### src/rtl/gmq_pkg.sv
// Shared constants, types and helpers for the queen-contiguity Moran's I block.
`default_nettype none

package gmq_pkg;

    localparam int MAX_COLS = 64;
    localparam int MAX_ROWS = 64;
    localparam int COL_W    = $clog2(MAX_COLS);
    localparam int ROW_W    = $clog2(MAX_ROWS);
    localparam int CFG_W    = 7;
    localparam int IDX_W    = 1;
    localparam int PIX_W    = 16;
    localparam int S_W      = 28;
    localparam int Q_W      = 43;
    localparam int P_W      = 47;
    localparam int T_W      = 32;
    localparam int W_W      = 16;
    localparam int N_W      = 13;
    localparam int FRAME_W  = 16;
    localparam int NSUM_W   = PIX_W + 2;
    localparam int PP_W     = PIX_W + NSUM_W;
    localparam int PQ_W     = 2 * PIX_W;
    localparam int K_W      = 3;
    localparam int BIG_W    = 80;
    localparam int MB_W     = 32;
    localparam int FRAC_W   = 16;
    localparam int DIV_W    = BIG_W + FRAC_W;
    localparam int RES_W    = 32;
    localparam int QUO_W    = RES_W + 1;

    localparam logic [IDX_W-1:0] REG_ROW_COUNT = 1'd0;
    localparam logic [IDX_W-1:0] REG_COL_COUNT = 1'd1;

    localparam logic [RES_W-1:0] RES_POS_MAX = 32'h7FFF_FFFF;
    localparam logic [RES_W-1:0] RES_NEG_MIN = 32'h8000_0000;

    typedef struct packed {
        logic signed [S_W-1:0] s;
        logic [Q_W-1:0]        q;
        logic signed [P_W-1:0] p;
        logic signed [T_W-1:0] t;
        logic [W_W-1:0]        w;
        logic [N_W-1:0]        n;
    } gmq_sums_t;

    // A count of zero behaves as one, anything above the maximum as the maximum.
    function automatic logic [CFG_W-1:0] clamp_count(input logic [CFG_W-1:0] v,
                                                     input logic [CFG_W-1:0] maxv);
        logic [CFG_W-1:0] r;
        begin
            r = v;
            if (v == '0)
            begin
                r = CFG_W'(1);
            end
            else if (v > maxv)
            begin
                r = maxv;
            end
            return r;
        end
    endfunction

endpackage

`default_nettype wire

### src/rtl/gmq_line_mem.sv
// One-row line memory with one write port and two registered read ports.
`default_nettype none

module gmq_line_mem
    import gmq_pkg::*;
(
    input  wire logic                    clk,
    input  wire logic                    we,
    input  wire logic [COL_W-1:0]        waddr,
    input  wire logic signed [PIX_W-1:0] wdata,
    input  wire logic [COL_W-1:0]        raddr_a,
    input  wire logic [COL_W-1:0]        raddr_b,
    output logic signed [PIX_W-1:0]      rdata_a,
    output logic signed [PIX_W-1:0]      rdata_b
);

    logic signed [PIX_W-1:0] mem [MAX_COLS];

    always_ff @(posedge clk)
    begin
        if (we)
        begin
            mem[waddr] <= wdata;
        end
        rdata_a <= mem[raddr_a];
        rdata_b <= mem[raddr_b];
    end

endmodule

`default_nettype wire

### src/rtl/gmq_accum.sv
// Cell intake: line memory access, neighbor products and running frame sums.
`default_nettype none

module gmq_accum
    import gmq_pkg::*;
(
    input  wire logic                    clk,
    input  wire logic                    rst_n,
    input  wire logic                    cfg_we,
    input  wire logic [IDX_W-1:0]        cfg_index,
    input  wire logic [CFG_W-1:0]        cfg_data,
    input  wire logic signed [PIX_W-1:0] pixel,
    input  wire logic                    pixel_valid,
    output logic                         pixel_stall,
    output logic                         fin_start,
    output gmq_sums_t                    fin_sums,
    input  wire logic                    fin_busy
);

    typedef enum logic [3:0] {
        AS_IDLE = 4'b0001,
        AS_MUL  = 4'b0010,
        AS_ACC  = 4'b0100,
        AS_WAIT = 4'b1000
    } acc_state_t;

    acc_state_t state_reg, state_next;

    logic [CFG_W-1:0] row_cnt_reg, col_cnt_reg;
    logic [COL_W-1:0] col_pos_reg;
    logic [ROW_W-1:0] row_pos_reg;
    logic signed [S_W-1:0] s_reg;
    logic [Q_W-1:0]        q_reg;
    logic signed [P_W-1:0] p_reg;
    logic signed [T_W-1:0] t_reg;
    logic [W_W-1:0]        w_reg;

    logic signed [PIX_W-1:0]  x_reg, left_reg, upleft_reg;
    logic signed [PP_W-1:0]   prod_p_reg;
    logic signed [PQ_W-1:0]   prod_q_reg;
    logic signed [NSUM_W-1:0] nsum_reg;
    logic [K_W-1:0]           k_reg;
    logic                     last_col_reg;

    logic accept;
    logic [COL_W-1:0] col_addr_b;
    logic signed [PIX_W-1:0] up_cell, upright_cell;
    logic c_gt0, r_gt0, last_col, has_ur, last_row, last_cell;
    logic signed [NSUM_W-1:0] nsum;
    logic [K_W-1:0] k_cnt;
    logic signed [PIX_W+K_W:0] kx;
    gmq_sums_t sums_next;

    assign pixel_stall = (state_reg != AS_IDLE);
    assign accept      = pixel_valid && !pixel_stall;
    assign col_addr_b  = col_pos_reg + COL_W'(1);

    gmq_line_mem u_mem (
        .clk     (clk),
        .we      (state_reg == AS_MUL),
        .waddr   (col_pos_reg),
        .wdata   (x_reg),
        .raddr_a (col_pos_reg),
        .raddr_b (col_addr_b),
        .rdata_a (up_cell),
        .rdata_b (upright_cell)
    );

    assign c_gt0    = (col_pos_reg != '0);
    assign r_gt0    = (row_pos_reg != '0);
    assign last_col = (CFG_W'(col_pos_reg) + CFG_W'(1)) >= col_cnt_reg;
    assign last_row = (CFG_W'(row_pos_reg) + CFG_W'(1)) >= row_cnt_reg;
    assign has_ur   = r_gt0 && !last_col;

    always_comb
    begin
        nsum  = '0;
        k_cnt = '0;
        if (c_gt0)
        begin
            nsum  = nsum + NSUM_W'(left_reg);
            k_cnt = k_cnt + K_W'(1);
        end
        if (r_gt0)
        begin
            nsum  = nsum + NSUM_W'(up_cell);
            k_cnt = k_cnt + K_W'(1);
        end
        if (r_gt0 && c_gt0)
        begin
            nsum  = nsum + NSUM_W'(upleft_reg);
            k_cnt = k_cnt + K_W'(1);
        end
        if (has_ur)
        begin
            nsum  = nsum + NSUM_W'(upright_cell);
            k_cnt = k_cnt + K_W'(1);
        end
    end

    // Each pair adds both cells to T once, so T grows by k*x plus the neighbor sum.
    assign kx = x_reg * $signed({1'b0, k_reg});

    always_comb
    begin
        sums_next.s = s_reg + S_W'(x_reg);
        sums_next.q = q_reg + Q_W'($unsigned(prod_q_reg));
        sums_next.p = p_reg + (P_W'(prod_p_reg) <<< 1);
        sums_next.t = t_reg + T_W'(kx) + T_W'(nsum_reg);
        sums_next.w = w_reg + W_W'({k_reg, 1'b0});
        sums_next.n = N_W'(row_cnt_reg) * N_W'(col_cnt_reg);
    end

    assign last_cell = last_col_reg && last_row;
    assign fin_start = (state_reg == AS_ACC) && last_cell;
    assign fin_sums  = sums_next;

    always_comb
    begin
        state_next = state_reg;
        unique case (state_reg)
            AS_IDLE:
            begin
                if (accept)
                begin
                    state_next = AS_MUL;
                end
            end
            AS_MUL:
            begin
                state_next = AS_ACC;
            end
            AS_ACC:
            begin
                state_next = last_cell ? AS_WAIT : AS_IDLE;
            end
            AS_WAIT:
            begin
                if (!fin_busy)
                begin
                    state_next = AS_IDLE;
                end
            end
            default:
            begin
                state_next = AS_IDLE;
            end
        endcase
    end

    always_ff @(posedge clk or negedge rst_n)
    begin
        if (!rst_n)
        begin
            state_reg   <= AS_IDLE;
            row_cnt_reg <= CFG_W'(MAX_ROWS);
            col_cnt_reg <= CFG_W'(MAX_COLS);
            col_pos_reg <= '0;
            row_pos_reg <= '0;
            s_reg       <= '0;
            q_reg       <= '0;
            p_reg       <= '0;
            t_reg       <= '0;
            w_reg       <= '0;
            left_reg    <= '0;
            upleft_reg  <= '0;
        end
        else if (cfg_we)
        begin
            unique case (cfg_index)
                REG_ROW_COUNT: row_cnt_reg <= clamp_count(cfg_data, CFG_W'(MAX_ROWS));
                REG_COL_COUNT: col_cnt_reg <= clamp_count(cfg_data, CFG_W'(MAX_COLS));
                default:       row_cnt_reg <= row_cnt_reg;
            endcase
            col_pos_reg <= '0;
            row_pos_reg <= '0;
            s_reg       <= '0;
            q_reg       <= '0;
            p_reg       <= '0;
            t_reg       <= '0;
            w_reg       <= '0;
            left_reg    <= '0;
            upleft_reg  <= '0;
        end
        else
        begin
            state_reg <= state_next;
            if (state_reg == AS_MUL)
            begin
                upleft_reg <= up_cell;
                left_reg   <= x_reg;
            end
            if (state_reg == AS_ACC)
            begin
                if (last_cell)
                begin
                    col_pos_reg <= '0;
                    row_pos_reg <= '0;
                    s_reg       <= '0;
                    q_reg       <= '0;
                    p_reg       <= '0;
                    t_reg       <= '0;
                    w_reg       <= '0;
                    left_reg    <= '0;
                    upleft_reg  <= '0;
                end
                else
                begin
                    s_reg <= sums_next.s;
                    q_reg <= sums_next.q;
                    p_reg <= sums_next.p;
                    t_reg <= sums_next.t;
                    w_reg <= sums_next.w;
                    if (last_col_reg)
                    begin
                        col_pos_reg <= '0;
                        row_pos_reg <= row_pos_reg + ROW_W'(1);
                    end
                    else
                    begin
                        col_pos_reg <= col_pos_reg + COL_W'(1);
                    end
                end
            end
        end
    end

    always_ff @(posedge clk)
    begin
        if (accept)
        begin
            x_reg <= pixel;
        end
        if (state_reg == AS_MUL)
        begin
            prod_p_reg   <= PP_W'(x_reg) * PP_W'(nsum);
            prod_q_reg   <= PQ_W'(x_reg) * PQ_W'(x_reg);
            nsum_reg     <= nsum;
            k_reg        <= k_cnt;
            last_col_reg <= last_col;
        end
    end

endmodule

`default_nettype wire

### config.mk
export PLATFORM = sky130hd
export DESIGN_NAME = gmq_accum
export DESIGN_NICKNAME = d
export VERILOG_FILES = /design/src/rtl/gmq_pkg.sv /design/src/rtl/gmq_line_mem.sv /design/src/rtl/gmq_accum.sv
export SDC_FILE = /design/constraint.sdc
export NUM_CORES = 2
export LEC_CHECK = 0
export ABC_AREA = 1
export BUFFER_PORTS_ARGS = -buffer_cell sky130_fd_sc_hd__buf_2
export CAP_MARGIN = 5
export CORE_UTILIZATION = 35
export CTS_BUF_LIST = sky130_fd_sc_hd__clkbuf_4 sky130_fd_sc_hd__clkbuf_8 sky130_fd_sc_hd__clkbuf_16
export CTS_CLUSTER_SIZE = 28
export DETAILED_ROUTE_END_ITERATION = 8
export RECOVER_POWER = 25
export SLEW_MARGIN = 20
export SYNTH_ARGS = -nofsm -noshare
export SYNTH_HDL_FRONTEND = slang
export SYNTH_SLANG_ARGS = --single-unit
### constraint.sdc
create_clock -name clk -period 11.8 [get_ports clk]
set_input_delay 1.18 -clock clk [delete_from_list [all_inputs] [get_ports clk]]
set_output_delay 1.18 -clock clk [all_outputs]
set_load 0.01 [all_outputs]
==> reports/qor.txt <==
Bufs on Longest Clock Path -> 4
unique cell type count in the Yosys netlist -> 68
placed insts -> 13.55k
Max-slew headroom -> -293.6%
Clock transition at path regs -> 60 ps
Worst Path Buf+Inv -> 5
Post-synth EDFFs -> 1127
fraction of registers with async set/reset -> 16.32%
leakage power -> 45.42 nW
drt wl/cell -> 24.22 µm
worst hold path class -> in -> reg
Worst path max stage delay -> 3290 ps
via count -> 78.01k
crit path kind -> reg -> reg
setup TNS -> 0 ps
Gate Count Post-Synth -> 10.07k
peak fanout along the critical path -> 79
Slew @ Worst Pin -> 5904 ps
P per Cell Area -> 263.1 nW/µm²
Synth area leaders -> edfxtp_1, fa_1, inv_1
Routed WL -> 335700 µm
num rows -> 191
GRT overflow -> 0
I/O pin count -> 210
Max rail drop VDD -> 593.8 µV
Num CTS Buffers -> 169
number of global-route vias before repair -> 77.46k
Layout area overhead -> 11.26%
final hold violations -> 0
Tot GR Track Use -> 24.12%
I/O Buffers -> 207
worst skew pair latency -> 900 ps
Seq cells post-synth -> 1385
Area after DPL -> 100500 µm²
initial antenna violation count -> 27
first-pass GRT wire length -> 495600 µm
CTS Sinks -> 1385
Main synth FF type -> edfxtp_1
required time worst endpoint -> 12360 ps
CP cell instances -> clkbuf_1 -> clkbuf_1 -> nand2_1 -> fa_1 -> inv_1 -> fa_1 -> inv_1 -> fa_1 -> fa_1 -> fa_1 -> inv_1 -> fa_1 -> ha_1 -> nand2_1 -> o21ai_0 -> o21bai_1 -> a21oi_1 -> o21ai_0 -> nand2_1 -> nand3_1 -> nand2_1
fillers -> 26.48k
skew final -> 120.0 ps
layout cell share with drive strength beyond 1 -> 7.605%
status -> finished with violations
fin area -> 105900 µm²
failing checks -> max-capacitance violations, max-slew violations
HPWL after DPL -> 222500 µm
Vias/cell -> 5.628
Die Ht -> 523.6 µm
RSZ-0062 raised after global routing -> no
CTS Root Cell -> clkbuf_16
final setup vio count -> 0
die width -> 523.6 µm
critical path capture point type -> register
Routed Antenna Nets -> 0
max frequency -> 0.09002 GHz
Core Box Area -> 270500 µm²
Avg Inst Size Synth -> 9.456 µm²
Slowest-stage cell, CP -> clkbuf_1
most frequent cell after synthesis -> inv_1
total power -> 27.86 mW
Max Slew Vio Count -> 1216
H-Tree Depth -> 4
startpoint types -> register
Arrival @ worst endpoint -> 11670 ps
Final Non-Filler Cells -> 13.86k
post-layout minimum cycle time -> 11110 ps
Total Nets Final -> 11.25k
Seq/Total Area, Yosys -> 42.16%
Util after Layout -> 39.16%
drt pass-1 iters -> 6
max FFs per register -> 1024
largest net degree at the start of global routing -> 203
die area -> 274100 µm²
Yosys top cell area share -> 35.55%
final cycle utilization of the critical path -> 94.14%
list of most frequent post-synthesis cells -> inv_1, nand2_1, edfxtp_1, nor2_1, o21ai_0
initial DRC count -> 9062
CP delay by family, top -> buffers and inverters
leading area contributor after synthesis -> edfxtp_1
Yosys warning count -> 0
Max-cap violations -> 22
Post-route DRC -> 0
Initial Utilization -> 35.19%
CTS tree -> yes
synthesized area -> 95210 µm²
gpl congestion -> 0.9607
crit-path most repeated cell -> fa_1
[worst register-to-register path, cell delays in order, from the launching register on]
cell	delay, ps
edfxtp_1	330
clkbuf_1	1370
clkbuf_1	3300
nand2_1	640
fa_1	770
inv_1	60
fa_1	540
inv_1	60
fa_1	480
fa_1	510
fa_1	500
inv_1	50
fa_1	430
ha_1	350
nand2_1	80
o21ai_0	300
o21bai_1	200
a21oi_1	150
o21ai_0	390
nand2_1	150
nand3_1	100
nand2_1	90
[area by class of cell]
| class | count | area [µm²] | share of cell area [%] |
|---|---|---|---|
| diodes | 9 | 22.52 | 0.02126 |
| clock buffers | 217 | 4667 | 4.406 |
| repair buffers | 411 | 2561 | 2.418 |
| clock inverters | 83 | 789.5 | 0.7453 |
| flip-flops and latches | 1385 | 40150 | 37.90 |
| inverters | 1665 | 6280 | 5.928 |
| multi-input cells | 6522 | 47000 | 44.37 |
| well taps | 3570 | 4467 | 4.217 |
[cell families (layout without fill, tap and decap cells)]
family	after synthesis	after routing	share of synthesized area, %
flip-flops	1385	1385	42.16
adder cells (fa/ha/maj)	1066	1066	18.95
XOR/XNOR	288	288	2.664
buffers and inverters	2162	2376	8.657
AO/OA/AOI/OAI	2372	2372	15.52
other	1	11	0.003939
AND/OR/NAND/NOR	2794	2794	12.04
[report_power, final]
group | leakage, nW | total, mW | internal, mW | switching (mW)
sequential | 13.5 | 6.44 | 6.25 | 0.194
combinational | 29.2 | 16.2 | 5.84 | 10.4
clock | 2.73 | 5.21 | 3.06 | 2.15
total | 45.4 | 27.9 | 15.1 | 12.7
[per-layer routing]
metal	track usage (%)	wire (µm)	vias up
li1	-	-	34340
met1	31.13	131600	38380
met2	38.17	149200	4350
met3	5.262	36050	919
met4	11.99	18630	26
met5	0	172	-
[per-stage QoR]
step	hold WS, ps	setup WS (ps)
finish	465.1	691.3
global route	434.8	9.184
CTS	409.4	316.9
detailed placement	477.7	323.7
global placement	472.2	381.1
floorplan	455.4	226.5
[path summary, 6_finish.rpt]
path                            startpoint              to  slack [ps]  cells after the start
worst min register to register   s_reg[23]       s_reg[23]         490                      2
max in group asynchronous            rst_n  col_pos_reg[0]        3000                      2
worst max-delay path              x_reg[3]  prod_q_reg[28]         690                     21
worst min-delay path              pixel[9]        x_reg[9]         470                      1
min in group asynchronous            rst_n       w_reg[13]        2510                      1
worst max register to register    x_reg[3]  prod_q_reg[28]         690                     21
[placed cells by master, fill, tap and decap left out, types with 33 or more instances in the layout]
master     netlist  layout
clkbuf_1       381      34
xnor2_1        103     103
o21ai_0        872     868
buf_4            5     174
nand4_1         76      76
dfrtp_1        223     222
o2bb2ai_1       56      56
edfxtp_1      1127    1127
inv_1         1635    1629
fa_1           627     627
o2111ai_1       83      83
clkinv_1         8      33
a21oi_1        516     511
clkbuf_4         0      41
o221ai_1       102     102
clkbuf_16        0     172
nand2_1       1379    1377
o211ai_1       110     110
a22o_1         117     117
nor2_1         892     886
o22ai_1         90      90
a22oi_1        121     121
a221oi_1       140     140
xor2_1         184     183
nand3_1        302     302
ha_1           439     437
buf_2           56     195
a31oi_1         51      51
[what timing repair did]
action | 4_1_cts | 5_1_grt
setup buffers | 0 | 2
resized for setup | 0 | 17
setup endpoints to repair | 0 | 12
hold buffers | 0 | 0
endpoints found under the hold margin | 0 | 0
Note: power is estimated with default switching activity, not from simulation.
