`src/rtl/gmq_pkg.sv`:
```
// Shared constants, types and helpers for the queen-contiguity Moran's I block.
`default_nettype none

package gmq_pkg;

    localparam int MAX_COLS = 64;
    localparam int MAX_ROWS = 64;
    localparam int COL_W    = $clog2(MAX_COLS);
    localparam int ROW_W    = $clog2(MAX_ROWS);
    localparam int CFG_W    = 7;
    localparam int IDX_W    = 1;
    localparam int PIX_W    = 16;
    localparam int S_W      = 28;
    localparam int Q_W      = 43;
    localparam int P_W      = 47;
    localparam int T_W      = 32;
    localparam int W_W      = 16;
    localparam int N_W      = 13;
    localparam int FRAME_W  = 16;
    localparam int NSUM_W   = PIX_W + 2;
    localparam int PP_W     = PIX_W + NSUM_W;
    localparam int PQ_W     = 2 * PIX_W;
    localparam int K_W      = 3;
    localparam int BIG_W    = 80;
    localparam int MB_W     = 32;
    localparam int FRAC_W   = 16;
    localparam int DIV_W    = BIG_W + FRAC_W;
    localparam int RES_W    = 32;
    localparam int QUO_W    = RES_W + 1;

    localparam logic [IDX_W-1:0] REG_ROW_COUNT = 1'd0;
    localparam logic [IDX_W-1:0] REG_COL_COUNT = 1'd1;

    localparam logic [RES_W-1:0] RES_POS_MAX = 32'h7FFF_FFFF;
    localparam logic [RES_W-1:0] RES_NEG_MIN = 32'h8000_0000;

    typedef struct packed {
        logic signed [S_W-1:0] s;
        logic [Q_W-1:0]        q;
        logic signed [P_W-1:0] p;
        logic signed [T_W-1:0] t;
        logic [W_W-1:0]        w;
        logic [N_W-1:0]        n;
    } gmq_sums_t;

    // A count of zero behaves as one, anything above the maximum as the maximum.
    function automatic logic [CFG_W-1:0] clamp_count(input logic [CFG_W-1:0] v,
                                                     input logic [CFG_W-1:0] maxv);
        logic [CFG_W-1:0] r;
        begin
            r = v;
            if (v == '0)
            begin
                r = CFG_W'(1);
            end
            else if (v > maxv)
            begin
                r = maxv;
            end
            return r;
        end
    endfunction

endpackage

`default_nettype wire

```
`src/rtl/gmq_smul.sv`:
```
// Shift-and-add multiplier: one multiplier bit per cycle.
`default_nettype none

module gmq_smul
    import gmq_pkg::*;
(
    input  wire logic             clk,
    input  wire logic             rst_n,
    input  wire logic             start,
    input  wire logic [BIG_W-1:0] a,
    input  wire logic [MB_W-1:0]  b,
    output logic                  done,
    output logic [BIG_W-1:0]      product
);

    localparam int CNT_W = $clog2(MB_W + 1);

    logic [CNT_W-1:0] cnt_reg;
    logic             done_reg;
    logic [BIG_W-1:0] acc_reg, a_reg;
    logic [MB_W-1:0]  b_reg;

    assign done    = done_reg;
    assign product = acc_reg;

    always_ff @(posedge clk or negedge rst_n)
    begin
        if (!rst_n)
        begin
            cnt_reg  <= '0;
            done_reg <= 1'b0;
        end
        else if (start)
        begin
            cnt_reg  <= CNT_W'(MB_W);
            done_reg <= 1'b0;
        end
        else
        begin
            done_reg <= (cnt_reg == CNT_W'(1));
            if (cnt_reg != '0)
            begin
                cnt_reg <= cnt_reg - CNT_W'(1);
            end
        end
    end

    always_ff @(posedge clk)
    begin
        if (start)
        begin
            acc_reg <= '0;
            a_reg   <= a;
            b_reg   <= b;
        end
        else if (cnt_reg != '0)
        begin
            if (b_reg[0])
            begin
                acc_reg <= acc_reg + a_reg;
            end
            a_reg <= a_reg << 1;
            b_reg <= b_reg >> 1;
        end
    end

endmodule

`default_nettype wire

```
`src/rtl/gmq_finish.sv`:
```
// End-of-frame sequencer: exact numerator and denominator, then restoring division.
`default_nettype none

module gmq_finish
    import gmq_pkg::*;
(
    input  wire logic             clk,
    input  wire logic             rst_n,
    input  wire logic             start,
    input  wire gmq_sums_t        sums,
    input  wire logic             out_free,
    output logic                  busy,
    output logic                  done,
    output logic [RES_W-1:0]      moran,
    output logic                  flag
);

    localparam int DCNT_W = $clog2(DIV_W + 1);

    typedef enum logic [11:0] {
        FS_IDLE = 12'b000000000001,
        FS_NQ   = 12'b000000000010,
        FS_S2   = 12'b000000000100,
        FS_CHK  = 12'b000000001000,
        FS_DEN  = 12'b000000010000,
        FS_A1   = 12'b000000100000,
        FS_A2   = 12'b000001000000,
        FS_B1   = 12'b000010000000,
        FS_B2   = 12'b000100000000,
        FS_C    = 12'b001000000000,
        FS_DIV  = 12'b010000000000,
        FS_DONE = 12'b100000000000
    } fin_state_t;

    fin_state_t state_reg, state_next;

    logic [S_W-1:0]   s_mag_reg;
    logic [P_W-1:0]   p_mag_reg;
    logic [T_W-1:0]   t_mag_reg;
    logic             s_neg_reg, p_neg_reg, t_neg_reg;
    logic [W_W-1:0]   w_reg;
    logic [N_W-1:0]   n_reg;
    logic [BIG_W-1:0] nq_reg, s2_reg, den_reg, a_reg, b_reg, rem_reg;
    logic [DIV_W-1:0] dvd_reg;
    logic [QUO_W-1:0] quo_reg;
    logic             ovf_reg, neg_reg, flag_reg;
    logic [DCNT_W-1:0] cnt_reg;

    logic             mul_start, mul_done;
    logic [BIG_W-1:0] mul_a, mul_prod;
    logic [MB_W-1:0]  mul_b;

    logic [BIG_W-1:0] den0;
    logic             undef;
    logic signed [BIG_W-1:0] num;
    logic [BIG_W-1:0] num_mag;
    logic [BIG_W:0]   rem_sh;
    logic             ge;
    logic             q_big;
    logic [RES_W-1:0] q_lo, res;

    gmq_smul u_mul (
        .clk     (clk),
        .rst_n   (rst_n),
        .start   (mul_start),
        .a       (mul_a),
        .b       (mul_b),
        .done    (mul_done),
        .product (mul_prod)
    );

    assign den0  = nq_reg - s2_reg;
    assign undef = (w_reg == '0) || (den0 == '0);

    // The 2NST term is subtracted, so it is negative when S and T share a sign.
    always_comb
    begin
        num = mul_prod;
        num = p_neg_reg ? (num - $signed(a_reg)) : (num + $signed(a_reg));
        num = (s_neg_reg == t_neg_reg) ? (num - $signed(b_reg)) : (num + $signed(b_reg));
        num_mag = num[BIG_W-1] ? BIG_W'(-num) : BIG_W'(num);
    end

    assign rem_sh = {rem_reg, dvd_reg[DIV_W-1]};
    assign ge     = rem_sh >= {1'b0, den_reg};

    always_comb
    begin
        state_next = state_reg;
        mul_start  = 1'b0;
        mul_a      = '0;
        mul_b      = '0;
        unique case (state_reg)
            FS_IDLE:
            begin
                if (start)
                begin
                    mul_start  = 1'b1;
                    mul_a      = BIG_W'(sums.q);
                    mul_b      = MB_W'(sums.n);
                    state_next = FS_NQ;
                end
            end
            FS_NQ:
            begin
                if (mul_done)
                begin
                    mul_start  = 1'b1;
                    mul_a      = BIG_W'(s_mag_reg);
                    mul_b      = MB_W'(s_mag_reg);
                    state_next = FS_S2;
                end
            end
            FS_S2:
            begin
                if (mul_done)
                begin
                    state_next = FS_CHK;
                end
            end
            FS_CHK:
            begin
                if (undef)
                begin
                    state_next = FS_DONE;
                end
                else
                begin
                    mul_start  = 1'b1;
                    mul_a      = den0;
                    mul_b      = MB_W'(w_reg);
                    state_next = FS_DEN;
                end
            end
            FS_DEN:
            begin
                if (mul_done)
                begin
                    mul_start  = 1'b1;
                    mul_a      = BIG_W'(p_mag_reg);
                    mul_b      = MB_W'(n_reg);
                    state_next = FS_A1;
                end
            end
            FS_A1:
            begin
                if (mul_done)
                begin
                    mul_start  = 1'b1;
                    mul_a      = mul_prod;
                    mul_b      = MB_W'(n_reg);
                    state_next = FS_A2;
                end
            end
            FS_A2:
            begin
                if (mul_done)
                begin
                    mul_start  = 1'b1;
                    mul_a      = BIG_W'(s_mag_reg);
                    mul_b      = MB_W'(t_mag_reg);
                    state_next = FS_B1;
                end
            end
            FS_B1:
            begin
                if (mul_done)
                begin
                    mul_start  = 1'b1;
                    mul_a      = mul_prod;
                    mul_b      = MB_W'({n_reg, 1'b0});
                    state_next = FS_B2;
                end
            end
            FS_B2:
            begin
                if (mul_done)
                begin
                    mul_start  = 1'b1;
                    mul_a      = s2_reg;
                    mul_b      = MB_W'(w_reg);
                    state_next = FS_C;
                end
            end
            FS_C:
            begin
                if (mul_done)
                begin
                    state_next = FS_DIV;
                end
            end
            FS_DIV:
            begin
                if (cnt_reg == DCNT_W'(1))
                begin
                    state_next = FS_DONE;
                end
            end
            FS_DONE:
            begin
                if (out_free)
                begin
                    state_next = FS_IDLE;
                end
            end
            default:
            begin
                state_next = FS_IDLE;
            end
        endcase
    end

    always_ff @(posedge clk or negedge rst_n)
    begin
        if (!rst_n)
        begin
            state_reg <= FS_IDLE;
            cnt_reg   <= '0;
        end
        else
        begin
            state_reg <= state_next;
            if (state_reg == FS_C && mul_done)
            begin
                cnt_reg <= DCNT_W'(DIV_W);
            end
            else if (state_reg == FS_DIV)
            begin
                cnt_reg <= cnt_reg - DCNT_W'(1);
            end
        end
    end

    always_ff @(posedge clk)
    begin
        unique case (state_reg)
            FS_IDLE:
            begin
                if (start)
                begin
                    s_neg_reg <= sums.s[S_W-1];
                    s_mag_reg <= sums.s[S_W-1] ? S_W'(-sums.s) : S_W'(sums.s);
                    p_neg_reg <= sums.p[P_W-1];
                    p_mag_reg <= sums.p[P_W-1] ? P_W'(-sums.p) : P_W'(sums.p);
                    t_neg_reg <= sums.t[T_W-1];
                    t_mag_reg <= sums.t[T_W-1] ? T_W'(-sums.t) : T_W'(sums.t);
                    w_reg     <= sums.w;
                    n_reg     <= sums.n;
                    flag_reg  <= 1'b0;
                end
            end
            FS_NQ:
            begin
                if (mul_done)
                begin
                    nq_reg <= mul_prod;
                end
            end
            FS_S2:
            begin
                if (mul_done)
                begin
                    s2_reg <= mul_prod;
                end
            end
            FS_CHK:
            begin
                if (undef)
                begin
                    flag_reg <= 1'b1;
                end
            end
            FS_DEN:
            begin
                if (mul_done)
                begin
                    den_reg <= mul_prod;
                end
            end
            FS_A2:
            begin
                if (mul_done)
                begin
                    a_reg <= mul_prod;
                end
            end
            FS_B2:
            begin
                if (mul_done)
                begin
                    b_reg <= mul_prod;
                end
            end
            FS_C:
            begin
                if (mul_done)
                begin
                    neg_reg <= num[BIG_W-1];
                    dvd_reg <= {num_mag, FRAC_W'(0)};
                    rem_reg <= '0;
                    quo_reg <= '0;
                    ovf_reg <= 1'b0;
                end
            end
            FS_DIV:
            begin
                rem_reg <= ge ? BIG_W'(rem_sh - {1'b0, den_reg}) : BIG_W'(rem_sh);
                dvd_reg <= dvd_reg << 1;
                ovf_reg <= ovf_reg | quo_reg[QUO_W-1];
                quo_reg <= {quo_reg[QUO_W-2:0], ge};
            end
            default:
            begin
                rem_reg <= rem_reg;
            end
        endcase
    end

    // Quotients past 32 bits leave a sticky overflow and saturate either way.
    assign q_big = ovf_reg || quo_reg[QUO_W-1];
    assign q_lo  = quo_reg[RES_W-1:0];

    always_comb
    begin
        if (!neg_reg)
        begin
            res = (q_big || q_lo[RES_W-1]) ? RES_POS_MAX : q_lo;
        end
        else
        begin
            res = (q_big || q_lo > RES_NEG_MIN) ? RES_NEG_MIN : RES_W'(-q_lo);
        end
    end

    assign busy  = (state_reg != FS_IDLE);
    assign done  = (state_reg == FS_DONE);
    assign flag  = flag_reg;
    assign moran = flag_reg ? '0 : res;

endmodule

`default_nettype wire
```
`config.mk`:
```
export PLATFORM = sky130hd
export DESIGN_NAME = gmq_finish
export DESIGN_NICKNAME = d
export VERILOG_FILES = /design/src/rtl/gmq_pkg.sv /design/src/rtl/gmq_smul.sv /design/src/rtl/gmq_finish.sv
export SDC_FILE = /design/constraint.sdc
export NUM_CORES = 2
export LEC_CHECK = 0
export BUFFER_PORTS_ARGS = -buffer_cell sky130_fd_sc_hd__buf_2
export CORE_ASPECT_RATIO = 1.5
export CORE_MARGIN = 5
export CORE_UTILIZATION = 50
export DETAILED_ROUTE_END_ITERATION = 16
export GPL_TIMING_DRIVEN = 0
export PLACE_DENSITY_LB_ADDON = 0.3
export SYNTH_ARGS = -nofsm -noshare
export SYNTH_HDL_FRONTEND = slang
export SYNTH_SLANG_ARGS = --single-unit
```
`constraint.sdc`:
```
create_clock -name clk -period 21.8 [get_ports clk]
set_clock_uncertainty 0.15 [all_clocks]
set_input_delay 1.09 -clock clk [delete_from_list [all_inputs] [get_ports clk]]
set_output_delay 1.09 -clock clk [all_outputs]
set_load 0.1 [all_outputs]
```
==> metrics.txt <==
outcome=finished clean; Core Area=138000 um^2; Synth cell types=107; Initial Util=50.3%; num ports=218; YS warnings=0; vias per cell=6.30; CTS tree=yes; most frequent cells in the layout=edfxtp_1 (847), a21oi_1 (708), nor2_1 (695), nand2_1 (616), xnor2_1 (488); Top delay family on crit path=simple AND/OR/NAND/NOR gates; maximum vdd ir drop=194 uV; vias in the first global route=60214; first-pass GRT wire length=379000 um; CTS Buffer Depth=3; Final setup violation count=0; Post-Syn Area per Cell=9.17 um^2; gr usage total=34.3%; leakage=0.0288 uW; Final Cycle Share=58.9%; clk_lat worst skew=0.74 ns; main combinational cell family by area after synthesis=compound AO/OA/AOI/OAI gates; number of iterations in the first detailed-routing pass=9; count of hold-fix buffers inserted at cts=0; CTS buffer count=96; gpl congestion=1.07; Synth Area in Simple Gates=17.3%; dpl ws=9.17 ns; clk root buf=clkbuf_16; max-cap viol count=0; Final WS setup=8.95 ns; post-synthesis xor/xnor area fraction=8.46%; power density over the cells=169 nW/um^2; post-synthesis adder-cell area fraction=7.49%; Primary FF master, synth=edfxtp_1; element type at the critical path end=flop; flop2flop setup slack=8.95 ns; R2R Path Start=a_reg[14]$_DFFE_PP_; FF+latch count, synth=953; WS Path Type=reg2reg; ANT nets after route=0; drc violations=0; Rows=167; CTS Sinks=953; most common cell after layout, fill and taps aside=edfxtp_1; Reg clk slew, reported paths=0.07 ns; RSZ-0062 raised after global routing=false; Final Hold Vio Count=0; post-synthesis compound-gate area fraction=21.6%; Slew HR=5.14%; Mapped Cells=7579; Die Span X=314 um; Max H-tree Level=3; FFs w/ async S/R, synth=2.73%; worst-margin pin slew=1.42 ns; I/O Buffers=217; Hold WC Path Type=in2async; fin. max-slew vios=0; top cell type's share of synthesized area=36.6%; largest net degree at the start of global routing=66; Post-CTS Setup Repair Bufs=0; post-synthesis sequential area ratio=39.8%; P&R area growth vs syn=10.3%; CTS resizes=0; Crit path required time=22.08 ns; Die Y=467 um; Startpoint Class=flop; max frequency=77.8 MHz; arrival time worst endpoint=13.12 ns; Die ar.=147000 um^2; slowest cell delay on critical path=0.98 ns; slowest CP cell=xor2_1; post-synthesis cell area=69500 um^2; Critical R2R Capture=dvd_reg[21]$_DFFE_PP_; CP Buf/Inv Count=3; Mapped Nets=8175; Fin Setup TNS=0 ns; reg2reg path depth=40; total congestion overflow=0; largest cells by area after synthesis=edfxtp_1 (37%), ha_1 (7.3%), xnor2_1 (6.1%); EDFF count, synth=847; hold_ws=0.237 ns; post-DR wirelength/cell=26.5 um; leading area contributor after synthesis=edfxtp_1; Final nets=8503; CP most frequent cell=a21oi_1; drt initial violations=6127; CP Max Fanout=10; min Tclk post-route=12.85 ns; layout cell share with drive strength beyond 1=6.91%; routed wire length=262000 um; dpl hpwl=210000 um; vias=62090; initial antenna violation count=13; mux contribution to synthesized area=1.55%
==> layer usage <==
layer	global-route usage, %	wire [um]
met5	0	56
met1	37.8	94000
met3	4.14	15900
met2	59.9	125000
met4	27.2	26400
==> worst register-to-register path: cells and delay by family, from the launching register on <==
kind	cells	cell delay, ns
buffers and inverters	3	1.46
adder cells (fa/ha/maj)	2	0.68
XOR/XNOR	5	1.68
AND/OR/NAND/NOR	19	5.59
flip-flops	1	0.41
AO/OA/AOI/OAI	11	2.58
==> stage by stage <==
stage	power [uW]	cells	util, %	cell area (um^2)
2_1_floorplan	8910	7579	-	69500
3_3_place_gp	10900	9655	52.8	72900
3_5_place_dp	11000	9668	53.1	73300
4_1_cts	12800	9846	55.5	76700
5_1_grt	13800	9846	55.5	76700
6_report	13000	9853	55.5	76700
==> Yosys cell counts, types with 86 or more instances <==
| library cell | instances |
|---|---|
| or3_1 | 103 |
| o21ai_0 | 429 |
| clkbuf_1 | 286 |
| nand3_1 | 138 |
| mux2i_1 | 95 |
| a21oi_1 | 708 |
| nand4_1 | 107 |
| edfxtp_1 | 847 |
| xnor2_1 | 488 |
| ha_1 | 408 |
| inv_1 | 360 |
| nor4_1 | 93 |
| nor2_1 | 695 |
| a211oi_1 | 103 |
| and2_1 | 86 |
| nor3_1 | 197 |
| nand2_1 | 618 |
| xor2_1 | 184 |
| a21o_1 | 242 |
==> kinds of logic (layout without fill, tap and decap cells) <==
group,after synthesis,count (layout)
and+or+nand+nor,2444,2444
DFF,953,953
AOI/OAI and AO/OA,2306,2306
buffers and inverters,685,1093
muxes,106,106
xor gates and xnor gates,672,672
adders and majority gates,413,413
other,0,7
==> power by group <==
group          internal, uW  switching (uW)
Clock                  1030             764
Sequential             2700             526
Combinational          3040            4910
Total                  6770            6200
==> worst max-delay path by stage <==
stage                              startpoint                    end  cells after the start
after global placement    a_reg[13]$_DFFE_PP_  dvd_reg[21]$_DFFE_PP_                     40
final                     a_reg[14]$_DFFE_PP_  dvd_reg[21]$_DFFE_PP_                     40
after detailed placement  a_reg[13]$_DFFE_PP_  dvd_reg[21]$_DFFE_PP_                     41
after floorplan           a_reg[13]$_DFFE_PP_  dvd_reg[93]$_DFFE_PP_                     39
after global routing      a_reg[13]$_DFFE_PP_  dvd_reg[21]$_DFFE_PP_                     40
after CTS                 a_reg[13]$_DFFE_PP_  dvd_reg[21]$_DFFE_PP_                     40
==> cell type report <==
class,instances,area (um^2)
inverter,360,1350
tap,1859,2330
buffer,325,1280
clock buffer,122,2680
antenna,7,17.5
clock inverter,56,679
sequential,953,27700
timing repair buffer,230,1400
multi-input combinational,5941,39300
fill,12506,61400
No activity file was read; power rests on OpenSTA's default activity.
